$ cat src/hdl/lcar_pkg.sv
`timescale 1ns / 1ps
// ----------------------------------------------------------------------------
// lcar_pkg
// Shared types, widths and constants of the load cell ADC reader.
// ----------------------------------------------------------------------------
package lcar_pkg;

    localparam int SAMPLE_BITS   = 24;
    localparam int MAX_AVERAGE   = 255;
    localparam int COUNT_BITS    = 8;
    localparam int SUM_BITS      = SAMPLE_BITS + COUNT_BITS;
    localparam int SCALE_BITS    = 32;
    localparam int FRAC_BITS     = 16;
    localparam int WEIGHT_BITS   = 32;
    localparam int PROD_BITS     = SAMPLE_BITS + SCALE_BITS;
    localparam int QUOT_BITS     = PROD_BITS - FRAC_BITS;
    localparam int EDGE_BITS     = $clog2(SAMPLE_BITS + 1);
    localparam int DIV_CNT_BITS  = $clog2(SUM_BITS);
    localparam int MUL_CNT_BITS  = $clog2(SAMPLE_BITS);
    localparam int CFG_IDX_BITS  = 2;
    localparam int CFG_DATA_BITS = 32;
    localparam int IN_DATA_BITS  = 8;
    localparam int OUT_USED_BITS = 3 * 1 + 2 * SAMPLE_BITS + WEIGHT_BITS + 1;
    localparam int OUT_DATA_BITS = ((OUT_USED_BITS + 7) / 8) * 8;

    localparam logic [CFG_IDX_BITS-1:0] REG_GAIN_SELECT   = 2'd0;
    localparam logic [CFG_IDX_BITS-1:0] REG_AVERAGE_COUNT = 2'd1;
    localparam logic [CFG_IDX_BITS-1:0] REG_INVERSE_SCALE = 2'd2;
    localparam logic [CFG_IDX_BITS-1:0] REG_POWER_DOWN    = 2'd3;

    localparam logic [1:0] GAIN_A128 = 2'd0;
    localparam logic [1:0] GAIN_A64  = 2'd1;
    localparam logic [1:0] GAIN_B32  = 2'd2;

    localparam logic [COUNT_BITS-1:0]  AVERAGE_COUNT_RST = 8'd10;
    localparam logic [COUNT_BITS-1:0]  AVERAGE_MAX       = COUNT_BITS'(MAX_AVERAGE);
    localparam logic [SCALE_BITS-1:0]  INVERSE_SCALE_RST = 32'h0001_0000;
    localparam logic [SAMPLE_BITS-1:0] SIGN_FLIP         = {1'b1, {(SAMPLE_BITS-1){1'b0}}};
    localparam logic [QUOT_BITS-1:0]   Q_POS_MAX         = QUOT_BITS'(64'h7FFF_FFFF);
    localparam logic [QUOT_BITS-1:0]   Q_NEG_MAX         = QUOT_BITS'(64'h8000_0000);

    typedef enum logic [1:0] {
        PH_IDLE,
        PH_DATA,
        PH_GAIN
    } t_phase;

    typedef enum logic [1:0] {
        ST_IDLE,
        ST_DIV,
        ST_MUL
    } t_state;

    typedef struct packed {
        logic                   sck;
        logic                   done;
        logic [SAMPLE_BITS-1:0] sample;
    } t_link_evt;

    function automatic logic [EDGE_BITS-1:0] gain_pulses(input logic [1:0] gain);
        logic [EDGE_BITS-1:0] pulses;
        case (gain)
            GAIN_A128: pulses = EDGE_BITS'(1);
            GAIN_A64:  pulses = EDGE_BITS'(3);
            GAIN_B32:  pulses = EDGE_BITS'(2);
            default:   pulses = EDGE_BITS'(1);
        endcase
        return pulses;
    endfunction

endpackage

$ cat src/hdl/lcar_link.sv
`timescale 1ns / 1ps
// ----------------------------------------------------------------------------
// lcar_link
// Serial clock sequencer: waits for data-out low, shifts in the sample bit
// by bit and gives the gain pulses.
// ----------------------------------------------------------------------------
module lcar_link (
    input  logic                 i_clk,
    input  logic                 i_rst_n,
    input  logic                 i_step,
    input  logic                 i_dout,
    input  logic                 i_power_down,
    input  logic [1:0]           i_gain,
    output lcar_pkg::t_link_evt  o_evt
);

    lcar_pkg::t_phase                     r_phase, n_phase;
    logic [lcar_pkg::EDGE_BITS-1:0]       r_edge,  n_edge;
    logic                                 r_high,  n_high;
    logic [lcar_pkg::SAMPLE_BITS-1:0]     r_shift, n_shift;
    logic [lcar_pkg::EDGE_BITS-1:0]       w_cnt;

    always_comb begin
        n_phase      = r_phase;
        n_edge       = r_edge;
        n_high       = r_high;
        n_shift      = r_shift;
        o_evt.sck    = 1'b0;
        o_evt.done   = 1'b0;
        o_evt.sample = r_shift ^ lcar_pkg::SIGN_FLIP;
        w_cnt        = r_edge + lcar_pkg::EDGE_BITS'(1);
        if (i_power_down) begin
            o_evt.sck = 1'b1;
            n_phase   = lcar_pkg::PH_IDLE;
            n_edge    = '0;
            n_high    = 1'b0;
            n_shift   = '0;
        end else begin
            case (r_phase)
                lcar_pkg::PH_IDLE: begin
                    if (!i_dout) begin
                        n_phase = lcar_pkg::PH_DATA;
                        n_edge  = '0;
                        n_high  = 1'b0;
                        n_shift = '0;
                    end
                end
                lcar_pkg::PH_DATA: begin
                    if (!r_high) begin
                        o_evt.sck = 1'b1;
                        n_shift   = {r_shift[lcar_pkg::SAMPLE_BITS-2:0], i_dout};
                        n_high    = 1'b1;
                    end else begin
                        n_high = 1'b0;
                        n_edge = w_cnt;
                        if (w_cnt >= lcar_pkg::EDGE_BITS'(lcar_pkg::SAMPLE_BITS)) begin
                            n_phase = lcar_pkg::PH_GAIN;
                            n_edge  = '0;
                        end
                    end
                end
                lcar_pkg::PH_GAIN: begin
                    if (!r_high) begin
                        o_evt.sck = 1'b1;
                        n_high    = 1'b1;
                    end else begin
                        n_high = 1'b0;
                        n_edge = w_cnt;
                        if (w_cnt >= lcar_pkg::gain_pulses(i_gain)) begin
                            o_evt.done = 1'b1;
                            n_phase    = lcar_pkg::PH_IDLE;
                            n_edge     = '0;
                            n_shift    = '0;
                        end
                    end
                end
                default: begin
                    n_phase = lcar_pkg::PH_IDLE;
                    n_edge  = '0;
                    n_high  = 1'b0;
                    n_shift = '0;
                end
            endcase
        end
    end

    always_ff @(posedge i_clk) begin
        if (!i_rst_n) begin
            r_phase <= lcar_pkg::PH_IDLE;
            r_edge  <= '0;
            r_high  <= 1'b0;
            r_shift <= '0;
        end else if (i_step) begin
            r_phase <= n_phase;
            r_edge  <= n_edge;
            r_high  <= n_high;
            r_shift <= n_shift;
        end
    end

endmodule

$ cat src/hdl/lcar_div.sv
`timescale 1ns / 1ps
// ----------------------------------------------------------------------------
// lcar_div
// Bit-serial restoring divider: sample sum over sample count, one quotient
// bit per cycle.
// ----------------------------------------------------------------------------
module lcar_div (
    input  logic                            i_clk,
    input  logic                            i_rst_n,
    input  logic                            i_start,
    input  logic [lcar_pkg::SUM_BITS-1:0]   i_dividend,
    input  logic [lcar_pkg::COUNT_BITS-1:0] i_divisor,
    output logic                            o_done,
    output logic [lcar_pkg::SAMPLE_BITS-1:0] o_quotient
);

    logic                              r_busy, r_done;
    logic [lcar_pkg::DIV_CNT_BITS-1:0] r_cnt;
    logic [lcar_pkg::SUM_BITS-1:0]     r_quo, n_quo;
    logic [lcar_pkg::COUNT_BITS-1:0]   r_rem, n_rem;
    logic [lcar_pkg::COUNT_BITS-1:0]   r_div;
    logic [lcar_pkg::COUNT_BITS:0]     w_rem_sh, w_diff;
    logic                              w_ge;

    always_comb begin
        w_rem_sh = {r_rem, r_quo[lcar_pkg::SUM_BITS-1]};
        w_ge     = w_rem_sh >= {1'b0, r_div};
        w_diff   = w_rem_sh - {1'b0, r_div};
        n_rem    = w_ge ? w_diff[lcar_pkg::COUNT_BITS-1:0]
                        : w_rem_sh[lcar_pkg::COUNT_BITS-1:0];
        n_quo    = {r_quo[lcar_pkg::SUM_BITS-2:0], w_ge};
    end

    always_ff @(posedge i_clk) begin
        if (!i_rst_n) begin
            r_busy <= 1'b0;
            r_done <= 1'b0;
            r_cnt  <= '0;
        end else begin
            r_done <= 1'b0;
            if (i_start) begin
                r_busy <= 1'b1;
                r_cnt  <= '0;
            end else if (r_busy) begin
                r_cnt <= r_cnt + lcar_pkg::DIV_CNT_BITS'(1);
                if (r_cnt == lcar_pkg::DIV_CNT_BITS'(lcar_pkg::SUM_BITS - 1)) begin
                    r_busy <= 1'b0;
                    r_done <= 1'b1;
                end
            end
        end
    end

    always_ff @(posedge i_clk) begin
        if (i_start) begin
            r_quo <= i_dividend;
            r_rem <= '0;
            r_div <= i_divisor;
        end else if (r_busy) begin
            r_quo <= n_quo;
            r_rem <= n_rem;
        end
    end

    assign o_done     = r_done;
    assign o_quotient = r_quo[lcar_pkg::SAMPLE_BITS-1:0];

endmodule

$ cat src/hdl/lcar_mul.sv
`timescale 1ns / 1ps
// ----------------------------------------------------------------------------
// lcar_mul
// Shift-add multiplier: offset-corrected magnitude times inverse scale,
// one multiplier bit per cycle.
// ----------------------------------------------------------------------------
module lcar_mul (
    input  logic                             i_clk,
    input  logic                             i_rst_n,
    input  logic                             i_start,
    input  logic [lcar_pkg::SAMPLE_BITS-1:0] i_mag,
    input  logic [lcar_pkg::SCALE_BITS-1:0]  i_scale,
    output logic                             o_done,
    output logic [lcar_pkg::PROD_BITS-1:0]   o_product
);

    logic                              r_busy, r_done;
    logic [lcar_pkg::MUL_CNT_BITS-1:0] r_cnt;
    logic [lcar_pkg::SCALE_BITS-1:0]   r_hi;
    logic [lcar_pkg::SAMPLE_BITS-1:0]  r_lo;
    logic [lcar_pkg::SCALE_BITS:0]     w_sum;

    assign w_sum = {1'b0, r_hi} + (r_lo[0] ? {1'b0, i_scale} : '0);

    always_ff @(posedge i_clk) begin
        if (!i_rst_n) begin
            r_busy <= 1'b0;
            r_done <= 1'b0;
            r_cnt  <= '0;
        end else begin
            r_done <= 1'b0;
            if (i_start) begin
                r_busy <= 1'b1;
                r_cnt  <= '0;
            end else if (r_busy) begin
                r_cnt <= r_cnt + lcar_pkg::MUL_CNT_BITS'(1);
                if (r_cnt == lcar_pkg::MUL_CNT_BITS'(lcar_pkg::SAMPLE_BITS - 1)) begin
                    r_busy <= 1'b0;
                    r_done <= 1'b1;
                end
            end
        end
    end

    always_ff @(posedge i_clk) begin
        if (i_start) begin
            r_hi <= '0;
            r_lo <= i_mag;
        end else if (r_busy) begin
            r_hi <= w_sum[lcar_pkg::SCALE_BITS:1];
            r_lo <= {w_sum[0], r_lo[lcar_pkg::SAMPLE_BITS-1:1]};
        end
    end

    assign o_done    = r_done;
    assign o_product = {r_hi, r_lo};

endmodule

$ cat src/hdl/load_cell_adc_reader.sv
`timescale 1ns / 1ps
// ----------------------------------------------------------------------------
// load_cell_adc_reader
// Load cell bridge converter reader: serial clock sequencing, averaging,
// tare and scaling to weight. One input word is one serial clock tick.
// ----------------------------------------------------------------------------
// Result word registered in the cycle after the input word is taken; for a
//   word that completes an average, once the divider and multiplier are done.
// Throughput: one word per cycle while the output is not held by back-pressure,
//   but a word completing an average runs the serial divider (32 bit steps)
//   and then the serial multiplier (24 bit steps) before the next word is taken.
// Reset (i_rst_n low, synchronous): link idle, sums cleared, offset 0,
//   tare and first-conversion discard pending, registers at 0/10/65536/0.
// ----------------------------------------------------------------------------
module load_cell_adc_reader (
    input  logic                                i_clk,
    input  logic                                i_rst_n,
    input  logic                                i_cfg_valid,
    output logic                                o_cfg_ready,
    input  logic [lcar_pkg::CFG_IDX_BITS-1:0]   i_cfg_index,
    input  logic [lcar_pkg::CFG_DATA_BITS-1:0]  i_cfg_data,
    input  logic                                s_axis_tvalid,
    output logic                                s_axis_tready,
    // [0] dout_level, [1] tare_request, [7:2] zero
    input  logic [lcar_pkg::IN_DATA_BITS-1:0]   s_axis_tdata,
    output logic                                m_axis_tvalid,
    input  logic                                m_axis_tready,
    // [0] sck_level, [1] sample_valid, [25:2] raw_sample, [26] average_valid,
    // [50:27] average_value, [82:51] weight, [83] tare_done, [87:84] zero
    output logic [lcar_pkg::OUT_DATA_BITS-1:0]  m_axis_tdata
);

    localparam int SB = lcar_pkg::SAMPLE_BITS;
    localparam int QB = lcar_pkg::QUOT_BITS;

    lcar_pkg::t_state                   r_state, n_state;
    logic [1:0]                         r_gain;
    logic [lcar_pkg::COUNT_BITS-1:0]    r_count;
    logic [lcar_pkg::SCALE_BITS-1:0]    r_scale;
    logic                               r_pd;
    logic [lcar_pkg::SUM_BITS-1:0]      r_sum;
    logic [lcar_pkg::COUNT_BITS-1:0]    r_taken;
    logic [SB-1:0]                      r_offset;
    logic                               r_tare_pend;
    logic                               r_discard;
    logic                               r_tare_now;
    logic                               r_neg;
    logic                               r_out_valid;
    logic                               r_o_sck, r_o_sv, r_o_av, r_o_td;
    logic [SB-1:0]                      r_o_raw, r_o_avg;
    logic [lcar_pkg::WEIGHT_BITS-1:0]   r_o_wt;

    lcar_pkg::t_link_evt                w_evt;
    logic                               w_accept, w_keep, w_hit, w_tare_eff;
    logic [lcar_pkg::SUM_BITS-1:0]      w_new_sum;
    logic [lcar_pkg::COUNT_BITS:0]      w_new_taken, w_need;
    logic                               w_div_start, w_div_done;
    logic [SB-1:0]                      w_quot, w_off_eff, w_mag;
    logic                               w_neg;
    logic                               w_mul_start, w_mul_done;
    logic [lcar_pkg::PROD_BITS-1:0]     w_prod;
    logic [QB-1:0]                      w_q_floor, w_q_ceil, w_q_neg;
    logic [lcar_pkg::WEIGHT_BITS-1:0]   w_weight;

    assign o_cfg_ready = 1'b1;
    assign w_accept    = s_axis_tvalid & s_axis_tready;

    lcar_link u_link (
        .i_clk        (i_clk),
        .i_rst_n      (i_rst_n),
        .i_step       (w_accept),
        .i_dout       (s_axis_tdata[0]),
        .i_power_down (r_pd),
        .i_gain       (r_gain),
        .o_evt        (w_evt)
    );

    lcar_div u_div (
        .i_clk      (i_clk),
        .i_rst_n    (i_rst_n),
        .i_start    (w_div_start),
        .i_dividend (w_new_sum),
        .i_divisor  (w_new_taken[lcar_pkg::COUNT_BITS-1:0]),
        .o_done     (w_div_done),
        .o_quotient (w_quot)
    );

    lcar_mul u_mul (
        .i_clk     (i_clk),
        .i_rst_n   (i_rst_n),
        .i_start   (w_mul_start),
        .i_mag     (w_mag),
        .i_scale   (r_scale),
        .o_done    (w_mul_done),
        .o_product (w_prod)
    );

    // sample accumulation at the tick of a conversion
    always_comb begin
        w_keep      = w_evt.done & ~r_discard;
        w_new_sum   = r_sum + lcar_pkg::SUM_BITS'(w_evt.sample);
        w_new_taken = {1'b0, r_taken} + (lcar_pkg::COUNT_BITS + 1)'(1);
        if (r_count == '0) begin
            w_need = (lcar_pkg::COUNT_BITS + 1)'(1);
        end else if (r_count > lcar_pkg::AVERAGE_MAX) begin
            w_need = {1'b0, lcar_pkg::AVERAGE_MAX};
        end else begin
            w_need = {1'b0, r_count};
        end
        w_hit      = w_keep & (w_new_taken >= w_need);
        w_tare_eff = r_tare_pend | s_axis_tdata[1];
    end

    // offset correction and weight saturation
    always_comb begin
        w_off_eff = r_tare_now ? w_quot : r_offset;
        w_neg     = w_quot < w_off_eff;
        w_mag     = w_neg ? (w_off_eff - w_quot) : (w_quot - w_off_eff);
        w_q_floor = w_prod[lcar_pkg::PROD_BITS-1:lcar_pkg::FRAC_BITS];
        w_q_ceil  = w_q_floor + QB'(|w_prod[lcar_pkg::FRAC_BITS-1:0]);
        w_q_neg   = (w_q_ceil > lcar_pkg::Q_NEG_MAX) ? lcar_pkg::Q_NEG_MAX : w_q_ceil;
        if (!r_neg) begin
            w_weight = (w_q_floor > lcar_pkg::Q_POS_MAX)
                     ? lcar_pkg::Q_POS_MAX[lcar_pkg::WEIGHT_BITS-1:0]
                     : w_q_floor[lcar_pkg::WEIGHT_BITS-1:0];
        end else begin
            w_weight = '0 - w_q_neg[lcar_pkg::WEIGHT_BITS-1:0];
        end
    end

    always_comb begin
        n_state = r_state;
        case (r_state)
            lcar_pkg::ST_IDLE: if (w_accept && w_hit) n_state = lcar_pkg::ST_DIV;
            lcar_pkg::ST_DIV:  if (w_div_done) n_state = lcar_pkg::ST_MUL;
            lcar_pkg::ST_MUL:  if (w_mul_done) n_state = lcar_pkg::ST_IDLE;
            default:           n_state = lcar_pkg::ST_IDLE;
        endcase
    end

    always_comb begin
        s_axis_tready = 1'b0;
        w_div_start   = 1'b0;
        w_mul_start   = 1'b0;
        case (r_state)
            lcar_pkg::ST_IDLE: begin
                s_axis_tready = ~r_out_valid | m_axis_tready;
                w_div_start   = w_accept & w_hit;
            end
            lcar_pkg::ST_DIV: w_mul_start = w_div_done;
            lcar_pkg::ST_MUL: ;
            default: ;
        endcase
    end

    always_ff @(posedge i_clk) begin
        if (!i_rst_n) begin
            r_state     <= lcar_pkg::ST_IDLE;
            r_gain      <= lcar_pkg::GAIN_A128;
            r_count     <= lcar_pkg::AVERAGE_COUNT_RST;
            r_scale     <= lcar_pkg::INVERSE_SCALE_RST;
            r_pd        <= 1'b0;
            r_sum       <= '0;
            r_taken     <= '0;
            r_offset    <= '0;
            r_tare_pend <= 1'b1;
            r_discard   <= 1'b1;
            r_out_valid <= 1'b0;
        end else begin
            r_state <= n_state;
            if (i_cfg_valid && o_cfg_ready) begin
                case (i_cfg_index)
                    lcar_pkg::REG_GAIN_SELECT:   r_gain  <= i_cfg_data[1:0];
                    lcar_pkg::REG_AVERAGE_COUNT:
                        r_count <= i_cfg_data[lcar_pkg::COUNT_BITS-1:0];
                    lcar_pkg::REG_INVERSE_SCALE: r_scale <= i_cfg_data;
                    lcar_pkg::REG_POWER_DOWN:    r_pd    <= i_cfg_data[0];
                    default: ;
                endcase
            end
            if (w_accept) begin
                r_tare_pend <= w_hit ? 1'b0 : w_tare_eff;
                if (w_evt.done && r_discard) begin
                    r_discard <= 1'b0;
                end
                if (w_hit) begin
                    r_sum   <= '0;
                    r_taken <= '0;
                end else if (w_keep) begin
                    r_sum   <= w_new_sum;
                    r_taken <= w_new_taken[lcar_pkg::COUNT_BITS-1:0];
                end
            end
            if (r_state == lcar_pkg::ST_DIV && w_div_done && r_tare_now) begin
                r_offset <= w_quot;
            end
            if (r_state == lcar_pkg::ST_MUL && w_mul_done) begin
                r_out_valid <= 1'b1;
            end else if (w_accept) begin
                r_out_valid <= ~w_hit;
            end else if (m_axis_tvalid && m_axis_tready) begin
                r_out_valid <= 1'b0;
            end
        end
    end

    always_ff @(posedge i_clk) begin
        if (w_accept) begin
            r_tare_now <= w_tare_eff;
            r_o_sck    <= w_evt.sck;
            r_o_sv     <= w_keep;
            r_o_raw    <= w_keep ? w_evt.sample : '0;
            r_o_av     <= 1'b0;
            r_o_avg    <= '0;
            r_o_wt     <= '0;
            r_o_td     <= 1'b0;
        end
        if (r_state == lcar_pkg::ST_DIV && w_div_done) begin
            r_neg   <= w_neg;
            r_o_av  <= 1'b1;
            r_o_avg <= w_quot;
            r_o_td  <= r_tare_now;
        end
        if (r_state == lcar_pkg::ST_MUL && w_mul_done) begin
            r_o_wt <= w_weight;
        end
    end

    assign m_axis_tvalid = r_out_valid;
    assign m_axis_tdata  = {
        (lcar_pkg::OUT_DATA_BITS - lcar_pkg::OUT_USED_BITS)'(0),
        r_o_td, r_o_wt, r_o_avg, r_o_av, r_o_raw, r_o_sv, r_o_sck
    };

endmodule
$ cat config.mk
export PLATFORM = sky130hd
export DESIGN_NAME = load_cell_adc_reader
export DESIGN_NICKNAME = d
export VERILOG_FILES = /design/src/hdl/lcar_pkg.sv /design/src/hdl/lcar_link.sv /design/src/hdl/lcar_div.sv /design/src/hdl/lcar_mul.sv /design/src/hdl/load_cell_adc_reader.sv
export SDC_FILE = /design/constraint.sdc
export NUM_CORES = 1
export LEC_CHECK = 0
export ABC_AREA = 0
export ABC_CLOCK_PERIOD_IN_PS = 16800
export BUFFER_PORTS_ARGS = -buffer_cell sky130_fd_sc_hd__clkbuf_2
export CAP_MARGIN = 10
export CORE_ASPECT_RATIO = 0.7
export CORE_MARGIN = 2
export CORE_UTILIZATION = 62
export CTS_CLUSTER_DIAMETER = 60
export DETAILED_ROUTE_END_ITERATION = 12
export HOLD_SLACK_MARGIN = 0.02
export PLACE_DENSITY = 0.85
export SLEW_MARGIN = 20
export SYNTH_ARGS = -nofsm -noshare
export SYNTH_HDL_FRONTEND = slang
export SYNTH_SLANG_ARGS = --single-unit
$ cat constraint.sdc
create_clock -name i_clk -period 16.8 [get_ports i_clk]
set_input_delay 1.68 -clock i_clk [delete_from_list [all_inputs] [get_ports i_clk]]
set_output_delay 1.68 -clock i_clk [all_outputs]
set_load 0.01 [all_outputs]
==> results.cfg <==
[status]
outcome = finished clean

[synth]
synth_edf_count = 149
synth_top_area_share = 0.201
syn_avg_cell_area_um2 = 8.50
syn_inst = 2614
synth_seq_area_share = 0.381
yosys-top-cells-area = edfxtp_1 20%, dfxtp_1 18%, ha_1 7.5%
syn-cell-area_um2 = 22200
yosys.cell_types.count = 91
synthArstFlopShare = 0
yosys.area.top_type = edfxtp_1
yosysWarnings = 0
synth-main-ff-cell = dfxtp_1
yosys_register_bits = 348

[worst_setup_path]
critPathKind = reg2reg
startpoint = u_mul.r_lo[0]$_DFFE_PP_
worstRegToRegCells = 21
cp-end-kind = flop
worst-path-max-fanout = 33
worstPathRequired_ns = 17.04
worstSetupStartpointType = flop
reg2reg_slack_ns = 10.59
crit_path_top_delay_cell = nor3_2
r2r-end = r_o_wt[26]$_SDFFCE_PN0P_
critPathArrivalTime_ns = 6.46
path_cells = buf_4, nor4_1, nand4_1, ha_1, ha_1, nand2_1, nor3_2, and4_1, o211a_1, a2bb2oi_2, a41oi_4, nor2_1, nand2_1, ha_1, nand2_1, nor3_1, buf_4, nand3b_1, a21oi_1, nor4_1, a211oi_1
cpPeakStageDelay_ns = 0.70
r2r_start = u_mul.r_lo[0]$_DFFE_PP_

[timing]
final_hold_viol_count = 0
finalSetupTns_ns = 0
whs_ns = 0.451
timing.fmax_mhz = 161
setup_ws_ns = 10.59
period_share = 0.370
rsz0062_at_grt = no
slew_violations = 0
min_period_ns = 6.21
slew_headroom = 0.327
clock_skew_ns = 0.0191
worstMarginPinSlew_ns = 1.01
setup_viol = 0

[clocking]
clkLatencyLatePin_ns = 0.54
clockBufferDepth = 3
cts_resized = 0
clk_pin_slew_worst_paths_ns = 0.06
clockRootBuffer = clkbuf_16
cts_setup_buffers = 0
tritoncts = done
hold_buffers = 0
clock-sinks = 348
cts_buffers = 36
cts_htree_levels = 2

[place]
gp_congestion = 0.971
port-buffer-count = 126
dp_hpwl_um = 44300
pre_cts_ws_ns = 10.91
post_dp_cell_area_um2 = 23000

[die]
initial_core_util = 0.635
die_y_um = 162
coreArea_um2 = 35000
core.rowCount = 57
die_area_um2 = 37400
fp.dieW_um = 230
io_pins = 138

[cells_and_area]
final_cell_mix = 321 x nand2_1, 229 x nor2_1, 222 x a21oi_1, 199 x dfxtp_1
num_antenna_cells = 0
layout_commonest_cell = nand2_1
nets = 2836
fillers = 2733
fin_util = 0.689
postLayoutCellArea_um2 = 24100
multi_input_area_um2 = 12600
regArea_um2 = 8460
drive_above_1_share = 0.0975
syn2layout_area_growth_pct = 8.49

[global_routing]
grt_overflow = 0
grt_pass1_wl_um = 98000
grt_pass1_vias = 18600
globalRouteTotalUtil = 0.322
antenna_found_initial = 0
grt_max_degree = 86

[worst_hold_path]
hold_path_depth = 2
min_to = r_scale[25]$_SDFFE_PN0P_
hold_path.class = reg2reg
worstHoldStart = r_scale[25]$_SDFFE_PN0P_

[run]
cap_violations = 0

[detailed_routing]
via_per_inst = 6.37
antenna_left = 0
wl_per_cell_um = 19.4
via_count = 20100
drc = 0
totalWireLength_um = 61000
first_pass_iters = 6
first_iter_violations = 2435

[power_and_ir_drop]
peakVddDrop_uv = 70.7
p_leak_nw = 9.96
powerDensity_nw_per_um2 = 78.5
-- cells by family after synthesis --
logic type / Yosys count / synth area share
buf+inv: 284 / 0.0534
flops: 348 / 0.381
mux: 80 / 0.0362
xor+xnor: 116 / 0.0457
compound gates: 670 / 0.190
simple gates: 975 / 0.213
other cells: 2 / 0.000338
fa+ha+maj: 139 / 0.0799
-- routing by layer --
layer  up-vias  GRT usage  part of all wire
met5         -          0                 0
met4         0     0.0718             0.016
met3        89     0.0432              0.10
met2       985      0.478              0.42
met1      9527      0.495              0.46
li1       9450          -                 -
-- final cells by class --
class | count | area share
multi-input cells | 1985 | 0.523
inverters | 130 | 0.0203
clock inverters | 15 | 0.00565
clock buffers | 50 | 0.0420
well taps | 472 | 0.0245
flip-flops and latches | 348 | 0.351
repair buffers | 149 | 0.0333
-- cells in the mapped netlist, drive strengths merged, types with 57 or more instances --
master / n
inv: 130
nand2: 321
nor2: 230
o21ai: 158
dfxtp: 199
edfxtp: 149
and2: 76
mux2i: 79
nand3: 77
xnor2: 80
a21oi: 222
clkbuf: 109
ha: 134
nor3: 57
-- metrics by stage --
stage / instances / power, mW
floorplan: 2617 / 1.07
global placement: 3084 / 1.12
detailed placement: 3084 / 1.12
CTS: 3149 / 1.90
global route: 3149 / 1.95
finish: 3149 / 1.89
-- worst max-delay path, delay by kind of cell (launching register included) --
| family | cells | cell delay (ns) |
|---|---|---|
| adder cells (fa/ha/maj) | 3 | 0.94 |
| buffers and inverters | 2 | 0.52 |
| AO/OA/AOI/OAI | 5 | 1.08 |
| flip-flops | 1 | 0.33 |
| AND/OR/NAND/NOR | 11 | 3.05 |
-- where the power goes --
part / total (mW) / leakage, nW / internal [mW] / switching (mW)
clock: 0.784 / 0.546 / 0.442 / 0.342
sequential: 0.929 / 3.04 / 0.903 / 0.0264
combinational: 0.181 / 6.38 / 0.0674 / 0.114
-- worst max-delay path by stage --
stage               slack (ns)                        to
detailed placement       10.91  r_o_wt[26]$_SDFFCE_PN0P_
floorplan                11.51  r_o_wt[18]$_SDFFCE_PN0P_
global route             10.20  r_o_wt[26]$_SDFFCE_PN0P_
finish                   10.59  r_o_wt[26]$_SDFFCE_PN0P_
global placement         11.05  r_o_wt[26]$_SDFFCE_PN0P_
CTS                      10.90  r_o_wt[26]$_SDFFCE_PN0P_
-- flip-flops by register name, summed over array words and instances (netlist names), 5 cells and up --
register / count
u_link.r_edge: 5
u_mul.r_lo: 24
r_o_wt: 32
r_taken: 8
u_div.r_div: 8
u_div.r_cnt: 5
r_o_raw: 24
r_scale: 32
u_mul.r_hi: 32
u_mul.r_cnt: 5
r_sum: 32
r_count: 8
r_offset: 24
u_div.r_quo: 32
u_div.r_rem: 8
u_link.r_shift: 24
r_o_avg: 24
No activity file was read; power rests on OpenSTA's default activity.
